--- src/rtl/ssq_pkg.sv ---
// ----------------------------------------------------------------------------
// ssq_pkg
// Shared types and constants of the stable sorted priority queue.
// ----------------------------------------------------------------------------
`default_nettype none

package ssq_pkg;

  localparam int CAPACITY_DEF = 16;
  localparam int CMD_W        = 2;
  localparam int STAT_W       = 2;
  localparam int PRIO_W       = 16;
  localparam int DATA_W       = 32;
  localparam int GATHER_W     = 2 * DATA_W;

  localparam logic signed [PRIO_W-1:0] PRIO_MIN = {1'b1, {(PRIO_W-1){1'b0}}};

  typedef enum logic [CMD_W-1:0] {
    CMD_INSERT = 2'd0,
    CMD_REMOVE = 2'd1,
    CMD_CUT_IN = 2'd2
  } cmd_e;

  typedef enum logic [STAT_W-1:0] {
    STAT_OK    = 2'd0,
    STAT_FULL  = 2'd1,
    STAT_EMPTY = 2'd2
  } status_e;

  typedef enum logic [1:0] {
    OP_HOLD  = 2'd0,
    OP_PLACE = 2'd1,
    OP_POP   = 2'd2
  } cell_op_e;

  typedef struct packed {
    cell_op_e                  op;
    logic signed [PRIO_W-1:0]  prio;
    logic        [DATA_W-1:0]  data;
  } cell_ctl_t;

endpackage

`default_nettype wire

--- src/rtl/stable_sorted_priority_queue_unit.sv ---
// ----------------------------------------------------------------------------
// stable_sorted_priority_queue_unit
// Sorted priority queue with arrival order kept among equal priorities.
// ----------------------------------------------------------------------------
//
//   channel   handshake          payload
//   command   start / busy       command_i, priority_req_i, payload_i
//   result    done_o strobe      status_o, popped_data_o, entry_total_o,
//                                is_empty_o, middle_data_o, last_data_o
//
// a command updates the whole cell chain at the edge that accepts it
// the result strobe rises once the registered gather tree has carried the
// cell contents to its root; busy is low in the strobe cycle, so the next
// command can be accepted in that cycle, but not before the result is out
// reset empties the queue at once; slot contents are left as they are
// the receiver cannot stall: done_o is high for exactly one cycle
// ----------------------------------------------------------------------------
`default_nettype none

module stable_sorted_priority_queue_unit #(
  parameter int CAPACITY = ssq_pkg::CAPACITY_DEF,
  localparam int CntW    = $clog2(CAPACITY + 1)
) (
  input  wire logic                                clk_i,
  input  wire logic                                rst_ni,
  input  wire logic                                start,
  output logic                                     busy,
  input  wire logic        [ssq_pkg::CMD_W-1:0]    command_i,
  input  wire logic signed [ssq_pkg::PRIO_W-1:0]   priority_req_i,
  input  wire logic signed [ssq_pkg::DATA_W-1:0]   payload_i,
  output logic                                     done_o,
  output logic             [ssq_pkg::STAT_W-1:0]   status_o,
  output logic signed      [ssq_pkg::DATA_W-1:0]   popped_data_o,
  output logic             [CntW-1:0]              entry_total_o,
  output logic                                     is_empty_o,
  output logic signed      [ssq_pkg::DATA_W-1:0]   middle_data_o,
  output logic signed      [ssq_pkg::DATA_W-1:0]   last_data_o
);

  localparam int Latency = $clog2(CAPACITY) + 2;
  localparam int TimW    = $clog2(Latency + 1);
  localparam logic [CntW-1:0] Full = CntW'(CAPACITY);

  logic                  accept;
  logic [CntW-1:0]       count_q, count_d;
  logic [TimW-1:0]       tim_q, tim_d;
  ssq_pkg::status_e      status_q, status_d;
  logic [ssq_pkg::DATA_W-1:0] popped_q, popped_d;
  ssq_pkg::cell_ctl_t    ctl;
  logic signed [ssq_pkg::PRIO_W-1:0] cut_prio;

  logic                               stay  [CAPACITY];
  logic signed [ssq_pkg::PRIO_W-1:0]  prio  [CAPACITY];
  logic        [ssq_pkg::DATA_W-1:0]  data  [CAPACITY];
  logic [CAPACITY-1:0][ssq_pkg::GATHER_W-1:0] leaf;
  logic [ssq_pkg::GATHER_W-1:0]       root;

  assign busy   = tim_q > TimW'(1);
  assign accept = start && !busy;

  assign cut_prio = (prio[0] == ssq_pkg::PRIO_MIN) ? prio[0] : prio[0] - 16'sd1;

  always_comb begin
    count_d  = count_q;
    status_d = status_q;
    popped_d = popped_q;
    ctl.op   = ssq_pkg::OP_HOLD;
    ctl.prio = priority_req_i;
    ctl.data = payload_i;
    if (accept) begin
      status_d = ssq_pkg::STAT_OK;
      popped_d = '0;
      unique case (command_i)
        ssq_pkg::CMD_INSERT: begin
          if (count_q == Full) begin
            status_d = ssq_pkg::STAT_FULL;
          end else begin
            ctl.op  = ssq_pkg::OP_PLACE;
            count_d = count_q + CntW'(1);
          end
        end
        ssq_pkg::CMD_REMOVE: begin
          if (count_q == '0) begin
            status_d = ssq_pkg::STAT_EMPTY;
          end else begin
            ctl.op   = ssq_pkg::OP_POP;
            popped_d = data[0];
            count_d  = count_q - CntW'(1);
          end
        end
        ssq_pkg::CMD_CUT_IN: begin
          ctl.prio = cut_prio;
          if (count_q == '0) begin
            status_d = ssq_pkg::STAT_EMPTY;
          end else if (count_q == Full) begin
            status_d = ssq_pkg::STAT_FULL;
          end else begin
            ctl.op  = ssq_pkg::OP_PLACE;
            count_d = count_q + CntW'(1);
          end
        end
        default: begin
          status_d = ssq_pkg::STAT_OK;
        end
      endcase
    end
  end

  always_comb begin
    tim_d = tim_q;
    if (accept) begin
      tim_d = TimW'(Latency);
    end else if (tim_q != '0) begin
      tim_d = tim_q - TimW'(1);
    end
  end

  always_ff @(posedge clk_i or negedge rst_ni) begin
    if (!rst_ni) begin
      count_q <= '0;
      tim_q   <= '0;
    end else begin
      count_q <= count_d;
      tim_q   <= tim_d;
    end
  end

  always_ff @(posedge clk_i) begin
    status_q <= status_d;
    popped_q <= popped_d;
  end

  for (genvar i = 0; i < CAPACITY; i++) begin : g_cell
    localparam logic [CntW-1:0] Idx     = CntW'(i);
    localparam logic [CntW-1:0] IdxNext = CntW'(i + 1);
    localparam int Left  = (i == 0) ? 0 : i - 1;
    localparam int Right = (i == CAPACITY - 1) ? i : i + 1;

    logic is_mid, is_last;

    assign is_mid  = (count_q != '0) && ((count_q >> 1) == Idx);
    assign is_last = (count_q == IdxNext);
    assign leaf[i] = {is_mid ? data[i] : {ssq_pkg::DATA_W{1'b0}},
                      is_last ? data[i] : {ssq_pkg::DATA_W{1'b0}}};

    ssq_cell u_cell (
      .clk_i        (clk_i),
      .ctl_i        (ctl),
      .occ_i        (count_q > Idx),
      .left_stay_i  ((i == 0) ? 1'b1 : stay[Left]),
      .left_prio_i  (prio[Left]),
      .left_data_i  (data[Left]),
      .right_prio_i (prio[Right]),
      .right_data_i (data[Right]),
      .stay_o       (stay[i]),
      .prio_o       (prio[i]),
      .data_o       (data[i])
    );
  end

  ssq_gather #(
    .CAPACITY (CAPACITY)
  ) u_gather (
    .clk_i  (clk_i),
    .leaf_i (leaf),
    .root_o (root)
  );

  assign done_o        = tim_q == TimW'(1);
  assign status_o      = status_q;
  assign popped_data_o = popped_q;
  assign entry_total_o = count_q;
  assign is_empty_o    = count_q == '0;
  assign middle_data_o = root[ssq_pkg::GATHER_W-1:ssq_pkg::DATA_W];
  assign last_data_o   = root[ssq_pkg::DATA_W-1:0];

endmodule

`default_nettype wire

--- src/rtl/ssq_cell.sv ---
// ----------------------------------------------------------------------------
// ssq_cell
// One slot of the sorted chain: keeps, takes the new entry or takes a neighbor.
// ----------------------------------------------------------------------------
`default_nettype none

module ssq_cell (
  input  wire logic                                clk_i,
  input  wire ssq_pkg::cell_ctl_t                  ctl_i,
  input  wire logic                                occ_i,
  input  wire logic                                left_stay_i,
  input  wire logic signed [ssq_pkg::PRIO_W-1:0]   left_prio_i,
  input  wire logic        [ssq_pkg::DATA_W-1:0]   left_data_i,
  input  wire logic signed [ssq_pkg::PRIO_W-1:0]   right_prio_i,
  input  wire logic        [ssq_pkg::DATA_W-1:0]   right_data_i,
  output logic                                     stay_o,
  output logic signed [ssq_pkg::PRIO_W-1:0]        prio_o,
  output logic        [ssq_pkg::DATA_W-1:0]        data_o
);

  logic signed [ssq_pkg::PRIO_W-1:0] prio_q, prio_d;
  logic        [ssq_pkg::DATA_W-1:0] data_q, data_d;

  assign stay_o = occ_i && (prio_q <= ctl_i.prio);

  always_comb begin
    prio_d = prio_q;
    data_d = data_q;
    unique case (ctl_i.op)
      ssq_pkg::OP_PLACE: begin
        if (!stay_o) begin
          if (left_stay_i) begin
            prio_d = ctl_i.prio;
            data_d = ctl_i.data;
          end else begin
            prio_d = left_prio_i;
            data_d = left_data_i;
          end
        end
      end
      ssq_pkg::OP_POP: begin
        prio_d = right_prio_i;
        data_d = right_data_i;
      end
      default: begin
        prio_d = prio_q;
        data_d = data_q;
      end
    endcase
  end

  always_ff @(posedge clk_i) begin
    prio_q <= prio_d;
    data_q <= data_d;
  end

  assign prio_o = prio_q;
  assign data_o = data_q;

endmodule

`default_nettype wire

--- src/rtl/ssq_gather.sv ---
// ----------------------------------------------------------------------------
// ssq_gather
// Registered OR tree that collects the masked middle and last slot data.
// ----------------------------------------------------------------------------
`default_nettype none

module ssq_gather #(
  parameter int CAPACITY = ssq_pkg::CAPACITY_DEF
) (
  input  wire logic                                       clk_i,
  input  wire logic [CAPACITY-1:0][ssq_pkg::GATHER_W-1:0] leaf_i,
  output logic      [ssq_pkg::GATHER_W-1:0]               root_o
);

  localparam int Levels = $clog2(CAPACITY);
  localparam int Leaves = 1 << Levels;

  logic [ssq_pkg::GATHER_W-1:0] node_q [1:2*Leaves-1];

  for (genvar k = 0; k < Leaves; k++) begin : g_leaf
    if (k < CAPACITY) begin : g_used
      always_ff @(posedge clk_i) begin
        node_q[Leaves+k] <= leaf_i[k];
      end
    end else begin : g_pad
      always_ff @(posedge clk_i) begin
        node_q[Leaves+k] <= '0;
      end
    end
  end

  for (genvar n = 1; n < Leaves; n++) begin : g_node
    always_ff @(posedge clk_i) begin
      node_q[n] <= node_q[2*n] | node_q[2*n+1];
    end
  end

  assign root_o = node_q[1];

endmodule

`default_nettype wire

--- config.mk ---
export PLATFORM = sky130hd
export DESIGN_NAME = stable_sorted_priority_queue_unit
export DESIGN_NICKNAME = d
export VERILOG_FILES = /design/src/rtl/ssq_pkg.sv /design/src/rtl/stable_sorted_priority_queue_unit.sv /design/src/rtl/ssq_cell.sv /design/src/rtl/ssq_gather.sv
export SDC_FILE = /design/constraint.sdc
export NUM_CORES = 2
export LEC_CHECK = 0
export BUFFER_PORTS_ARGS = -buffer_cell sky130_fd_sc_hd__buf_2
export CAP_MARGIN = 20
export CELL_PAD_IN_SITES_DETAIL_PLACEMENT = 2
export CELL_PAD_IN_SITES_GLOBAL_PLACEMENT = 2
export CORE_AREA = 2 2 474 476
export DETAILED_ROUTE_END_ITERATION = 10
export DIE_AREA = 0 0 476 478
export GPL_TIMING_DRIVEN = 0
export PLACE_DENSITY_LB_ADDON = 0.1
export SLEW_MARGIN = 40
export SYNTH_ARGS = -nofsm -noshare
export SYNTH_HDL_FRONTEND = slang
export SYNTH_SLANG_ARGS = --single-unit
--- constraint.sdc ---
create_clock -name clk_i -period 18.5 [get_ports clk_i]
set_clock_uncertainty 0.05 [all_clocks]
set_input_delay 0.925 -clock clk_i [delete_from_list [all_inputs] [get_ports clk_i]]
set_output_delay 0.925 -clock clk_i [all_outputs]
set_load 0.02 [all_outputs]
======== Word-level counts from Yosys, hierarchy flattened ========
Memory sizes are Yosys's and may differ from the RTL's.
Index checks and enable logic that the tools add are counted.
storage, ports and cells
  memories ................................ 1
  input bits .............................. 53
  bits in registers ....................... 810
  memory bits (writable) .................. 1,984
memory list
  name             words  width  rd ports  clocked after memory_dff  wr ports  line              source
  u_gather.node_q  31     64     31        0                         31        ssq_gather.sv:18  logic [ssq_pkg::GATHER_W-1:0] node_q [1:2*Leaves-1];
operators by class
  bitwise gates (word level) .............. 17
  magnitude comparators ................... 33
  reductions and logical operators ........ 60
  muxes and demuxes ....................... 139
  $add $sub $neg .......................... 4
  eq/ne operators ......................... 54
operator list
  operator                 number
  $mux W32                 62
  $or A64 B64 Y64          15
  $pmux W32 S2             15
  $mux W16                 32
  $pmux W16 S2             15
  $le A16 B16 Y1           16
  $eq A5 B4 Y1 const B     8
  $gt A5 B4 Y1 const B     8
  $ne A2 B2 Y1 const B     17
  $logic_and A1 B1 Y1      33
  $eq A4 B4 Y1 const B     8
  $reduce_and A2 Y1        16
  $eq A5 B3 Y1 const B     4
  $gt A5 B3 Y1 const B     4
  $mux W18                 1
  $eq A16 B16 Y1 const B   1
  $eq A4 B3 Y1 const B     4
  $sub A16 B2 Y16 const B  1
  $mux W5                  3
  $pmux W5 S3              1
  $pmux W2 S3              2
  $eq A5 B2 Y1 const B     2
  $gt A5 B1 Y1 const B     2
  $gt A5 B2 Y1 const B     2
  other kinds (23)         35

======== Longest topological paths before layout ========
  word-level depth ........................ 10
  depth in mapped cells ................... 21
  gate-level depth less buffers ........... 16

======== By module ========
From an unflattened synthesis, not the netlist that was laid out.
second synthesis, totals
  cell total of the unflattened synthesis .. 8,810
  area, all modules ....................... 102,070.4 µm²
modules (own cells, without submodules)
  module                             area an instance (µm²)  sequential area each (µm²)  cells an instance  times used
  ssq_gather                         45,723.9                39,718.1                    2,944              1
  ssq_cell (g_cell[0].u_cell ...)    2,931.6                 1,441.4                     279                11
  ssq_cell (g_cell[5].u_cell ...)    2,891.5                 1,441.4                     270                5
  stable_sorted_priority_queue_unit  9,641.7                 1,221.2                     1,447              1

======== Worst setup path after synthesis ========
OpenSTA, ideal clock, no wires.
  path type ............................... in2reg
  start point ............................. in command_i[1] (netlist bit)
  end point ............................... reg g_cell[6].u_cell.data_q, in the netlist g_cell[6].u_cell.data_o[0], enable pin
  arrival time ............................ 7.559 ns
  buffers on the path ..................... 4
  stages .................................. 15
  required time ........................... 17.930 ns
  path slack .............................. 10.371 ns
  cells stage by stage .................... nor4bb_1 nand2_1 o31ai_1 clkbuf_1 inv_1 ha_1 a21oi_1 o21ai_0 a221o_1 o32a_1 and2_1 buf_2 buf_4 buf_4 o21ai_0
between the ends
  word-level cells in the longest chain between the ends .. 7
  elaborated cells on any way between the ends .. 13
  classes of those cells .................. 1 x order compare; 5 x eq/ne; 3 x mux; 4 x reduce/logical
RTL lines
  element                                 line                                     source
  start, declared                         stable_sorted_priority_queue_unit.sv:28  input wire logic [ssq_pkg::CMD_W-1:0] command_i,
  $eq A2 B2 Y1                            stable_sorted_priority_queue_unit.sv:73  unique case (command_i)
  $mux W16                                stable_sorted_priority_queue_unit.sv:73
  $mux W18 (*)                            stable_sorted_priority_queue_unit.sv:70  if (accept) begin
  $le A16 B16 Y1                          ssq_cell.sv:24                           assign stay_o = occ_i && (prio_q <= ctl_i.prio);
  $logic_and A1 B1 Y1                     ssq_cell.sv:24
  $ne A2 B2 Y1 (no source line)           n/a
  $reduce_and A2 Y1 (no source line) (*)  n/a
  end signal, assigned                    ssq_cell.sv:54                           data_q <= data_d;
  end, declared                           ssq_cell.sv:22                           logic [ssq_pkg::DATA_W-1:0] data_q, data_d;
Mark *: on every way between the ends. The rest lies on a longest branch, timed or not.
A chain may end at the register's enable or synchronous reset.

======== Worst setup path in the final report ========
  start point ............................. reg tim_q[1]
  end point ............................... reg g_cell[1].u_cell.prio_q, in the netlist g_cell[1].u_cell.prio_o[13], enable pin
between the ends
  word-level cells in the longest chain between the ends .. 8
  elaborated cells on any way between the ends .. 11
  classes of those cells .................. 2 x order compare; 3 x eq/ne; 1 x mux; 5 x reduce/logical
RTL lines
  element                                 line                                      source
  start, declared                         stable_sorted_priority_queue_unit.sv:46   logic [TimW-1:0] tim_q, tim_d;
  start signal, assigned                  stable_sorted_priority_queue_unit.sv:124  tim_q <= tim_d;
  $gt A3 B1 Y1 (*)                        stable_sorted_priority_queue_unit.sv:58   assign busy = tim_q > TimW'(1);
  $logic_not A1 Y1 (*)                    stable_sorted_priority_queue_unit.sv:59   assign accept = start && !busy;
  $logic_and A1 B1 Y1 (*)                 stable_sorted_priority_queue_unit.sv:59
  $mux W18 (*)                            stable_sorted_priority_queue_unit.sv:70
  $le A16 B16 Y1                          ssq_cell.sv:24
  $logic_and A1 B1 Y1                     ssq_cell.sv:24
  $ne A2 B2 Y1 (no source line)           n/a
  $reduce_and A2 Y1 (no source line) (*)  n/a
  end signal, assigned                    ssq_cell.sv:53                            prio_q <= prio_d;
  end, declared                           ssq_cell.sv:21                            logic signed [ssq_pkg::PRIO_W-1:0] prio_q, prio_d;
Marked as above.

==> impl_results.md <==
* Final hold violations at 0
* Data arrival, critical path at 9.30 ns
* First-pass GRT wire length at roughly 620000 µm
* CTS Buf Count at 309
* Sequential area share after synthesis at ~64%
* Critical path class: flip-flop to flip-flop
* CTS max path bufs at 4
* Storage element area at between 60000 and 70000 µm²
* Initial antenna violation count at 66
* Max Slew Vio Count at 0
* Worst path required time at ~19 ns
* Combinational fraction of design power at around a quarter
* Yosys Warn Count at 0
* Post-synth EDFFs at 802
* Crit path cell chain: inv_1, ha_1, o21bai_1, nand2_1, clkbuf_1, o211ai_1, clkbuf_2, inv_2, ha_1, nand2_1, nor4_1, a21boi_0, o41ai_1, o211ai_1, buf_4, buf_2, buf_2, nand2_1, nand2_4, buf_16
* Layout fillers at roughly 22000
* Die height at 478 µm
* Clk_lat worst skew at 0.98 ns
* Vias in the first global route at 81678
* Hold_ws at between 0.3 and 0.4 ns
* Register-to-register setup slack at approximately 9.8 ns
* WL/cell at 36.32 µm
* Iteration-0 DRC Markers at between 8000 and 9000
* Status: finished, final reports clean
* CTS tree: built
* 1st-pass router iterations at 6
* Min-delay worst type: flip-flop to flip-flop
* Max_cap viols at 0
* Largest net degree at the start of global routing at 29
* Gpl congestion at between 0.9 and 1
* Final setup viols at 0
* Most used cell, CP: nand2_1
* Critical Path Max Stage Delay at between 0.7 and 0.8 ns
* CTS H-tree lvls at 5
* Reg power frac at a little over two fifths
* Syn Area/Cell at ~12 µm²
* CTS Root Cell: clkbuf_16
* Switching share of power at 32.92%
* Crit end category: flip-flop
* Post-route design area at between 100000 and 150000 µm²
* Critical path peak fanout at 27
* Fmax at between 0.1 and 0.15 GHz
* Switching power at 5.977 mW
* Syn Std Cell Area at ~100000 µm²
* Post-layout nets at about 9500
* Die area at approximately 230000 µm²
* Cell internal pwr at between 10 and 15 mW
* Worst setup margin at a little under 10 ns
* Worst rel slew slack at about a third
* IR drop worst, VDD at around 0.11 mV
* GR Overflow Total at 0
* Pre-CTS setup slack at approximately 10 ns
* DRC Markers at 0
* CP max-delay cell: nand2_1
* Detail Route Antenna Nets at 0
* Layout area overhead at 16.72%
* PortBufs at ~160
* Most used flip-flop cell after synthesis: dfxtp_1
* DP Wirelength at about 310000 µm
* RSZ-0062 raised after global routing: no
* Global-route usage over all layers at 39.08%
* Num rows at between 150 and 200
* Number of vias per cell at about 6
* Placed cell areas at between 100000 and 150000 µm²
* Post-layout min period at between 8 and 9 ns
* Clock share of power at approximately a third
* Core ar. at between 200000 and 250000 µm²
* Sum Neg Setup Slack at 0 ns
* Pwr dens at 156.3 nW/µm²
* Multi-input logic area at around 34000 µm²
* Initial Util at between 40% and 50%
* Syn nets at 8946
* Tcrit/Tclk final at between 40% and 50%
* LEAKAGE at 49.35 nW
* Routed wire length at about 450000 µm
* Post-synthesis cell type count at slightly below 80
* Post-synthesis async set-or-reset flop share at less than 1%
* Gate Count Post-Synth at 8627
* I/O pin cnt at about 160
* Slew @ Worst Pin at roughly 1.0 ns
* Die Wd at 476 µm
* Clock Pin Slew Worst Setup and Hold Paths at 0.06 ns
* Yosys reg bits at between 2000 and 3000
* CTS sink cnt at approximately 2800
* Layout cells sized above 1 at 22.35%
* Startpoint types: flip-flop
* DR vias at between 70000 and 80000
* Post-CTS setup buffers at 0
## power groups by stage
stage / Sequential, mW / Combinational [mW] / Clock [mW]
after detailed placement: 7.80 / 4.02 / 0
after floorplan: 7.72 / 1.96 / 0
after global placement: 7.80 / 3.66 / 0
final: 7.72 / 4.26 / 6.17
after CTS: 7.71 / 4.12 / 6.19
after global routing: 7.77 / 4.35 / 6.46
## layout make-up
| type | instances | share of cell area (%) |
|---|---|---|
| antenna | 44 | 0.09479 |
| buffer | 495 | 1.980 |
| clock buffer | 472 | 8.060 |
| clock inverter | 70 | 0.4836 |
| inverter | 79 | 0.2596 |
| multi-input combinational | 5259 | 28.86 |
| sequential | 2794 | 55.10 |
| tap | 2992 | 3.223 |
| timing repair buffer | 241 | 1.939 |
## metrics by stage
stage / power [mW] / instances / util [%]
floorplan: 9.680 / 8627 / -
global placement: 11.47 / 11777 / 46.63
global route: 18.58 / 12412 / 52.02
detailed placement: 11.82 / 11857 / 47.52
CTS: 18.03 / 12400 / 51.97
finish: 18.15 / 12446 / 52.05
## path summary, 6_finish.rpt
path                                   startpoint                          end  depth (start not counted)
max                                      tim_q[1]  g_cell[1].u_cell.prio_o[13]                         20
min                        u_gather.node_q[27][2]       u_gather.node_q[13][2]                          1
max reg2reg                              tim_q[1]  g_cell[1].u_cell.prio_o[13]                         20
min reg2reg                u_gather.node_q[27][2]       u_gather.node_q[13][2]                          1
max in group asynchronous                  rst_ni             entry_total_o[3]                          2
min in group asynchronous                  rst_ni                     tim_q[1]                          2
## cell usage after synthesis, drive strengths merged (15+ instances only)
cell | number | area [µm²]
dfxtp | 1984 | 39720
or2 | 965 | 6037
edfxtp | 802 | 24080
and2 | 771 | 4823
nand2 | 767 | 2879
a21oi | 381 | 1911
clkbuf | 375 | 1408
o21ai | 322 | 1615
and3 | 302 | 1889
ha | 266 | 3328
nor2 | 244 | 915.9
mux2i | 227 | 2272
nand3 | 211 | 1061
o211ai | 205 | 1539
o221ai | 130 | 1139
buf | 120 | 624.3
inv | 79 | 296.5
o22ai | 74 | 462.9
mux2 | 55 | 619.4
nand4 | 48 | 300.3
o221a | 35 | 394.1
nor3 | 30 | 155.1
a21o | 29 | 217.7
nor2b | 18 | 112.6
a221o | 15 | 150.1
nand2b | 15 | 93.84
## sequential cells by signal, indices dropped and copies added, names as in the netlist
signal	flops
g_cell.u_cell.prio_o	256
entry_total_o	5
u_gather.node_q	1984
tim_q	3
g_cell.u_cell.data_o	512
status_o	2
popped_data_o	32
## placed cells by master (no fill, tap or decap), types with 44 or more instances in the layout
master,count
clkbuf_1,271
mux2_2,46
o221ai_1,130
and2_1,771
nand3_1,208
dfxtp_1,1984
or2_2,963
edfxtp_1,802
inv_1,63
o21ai_0,290
o211ai_1,205
and3_1,302
buf_2,242
nand4_1,48
clkbuf_16,328
mux2i_1,225
a21oi_1,380
nor2_1,234
nand2_1,756
clkbuf_2,186
diode_2,44
clkbuf_8,61
ha_1,266
o22ai_1,74
## what timing repair did
action / in CTS / in global routing
endpoints found under the hold margin: 8 / 0
hold buffers: 1 / 0
resized for setup: 0 / 0
## metal layers
layer | track usage (%) | vias to the layer above | part of all wire, %
li1 | - | 31000 | -
met1 | 48.32 | 39471 | 39
met2 | 60.98 | 4121 | 45
met3 | 9.209 | 1261 | 8.8
met4 | 25.56 | 16 | 7.4
met5 | 0 | - | 0.023
## critical path: cells and delay by family, from the launching register on
kind,cells,cell delay (ns)
AO/OA/AOI/OAI,5,2.06
flip-flops,1,0.41
adder cells (fa/ha/maj),2,0.62
AND/OR/NAND/NOR,5,1.74
buffers and inverters,8,3.33
## logic make-up (layout without fill, tap and decap cells)
logic type,after synthesis,count (layout),synth area share (%)
XOR/XNOR,17,17,0.1496
buffers and inverters,574,1357,2.340
AO/OA/AOI/OAI,1271,1271,8.142
other,0,44,0
multiplexers,282,282,2.905
adder cells (fa/ha/maj),266,266,3.344
flip-flops,2794,2794,64.31
AND/OR/NAND/NOR,3423,3423,18.81
(Power assumes the default switching activity.)
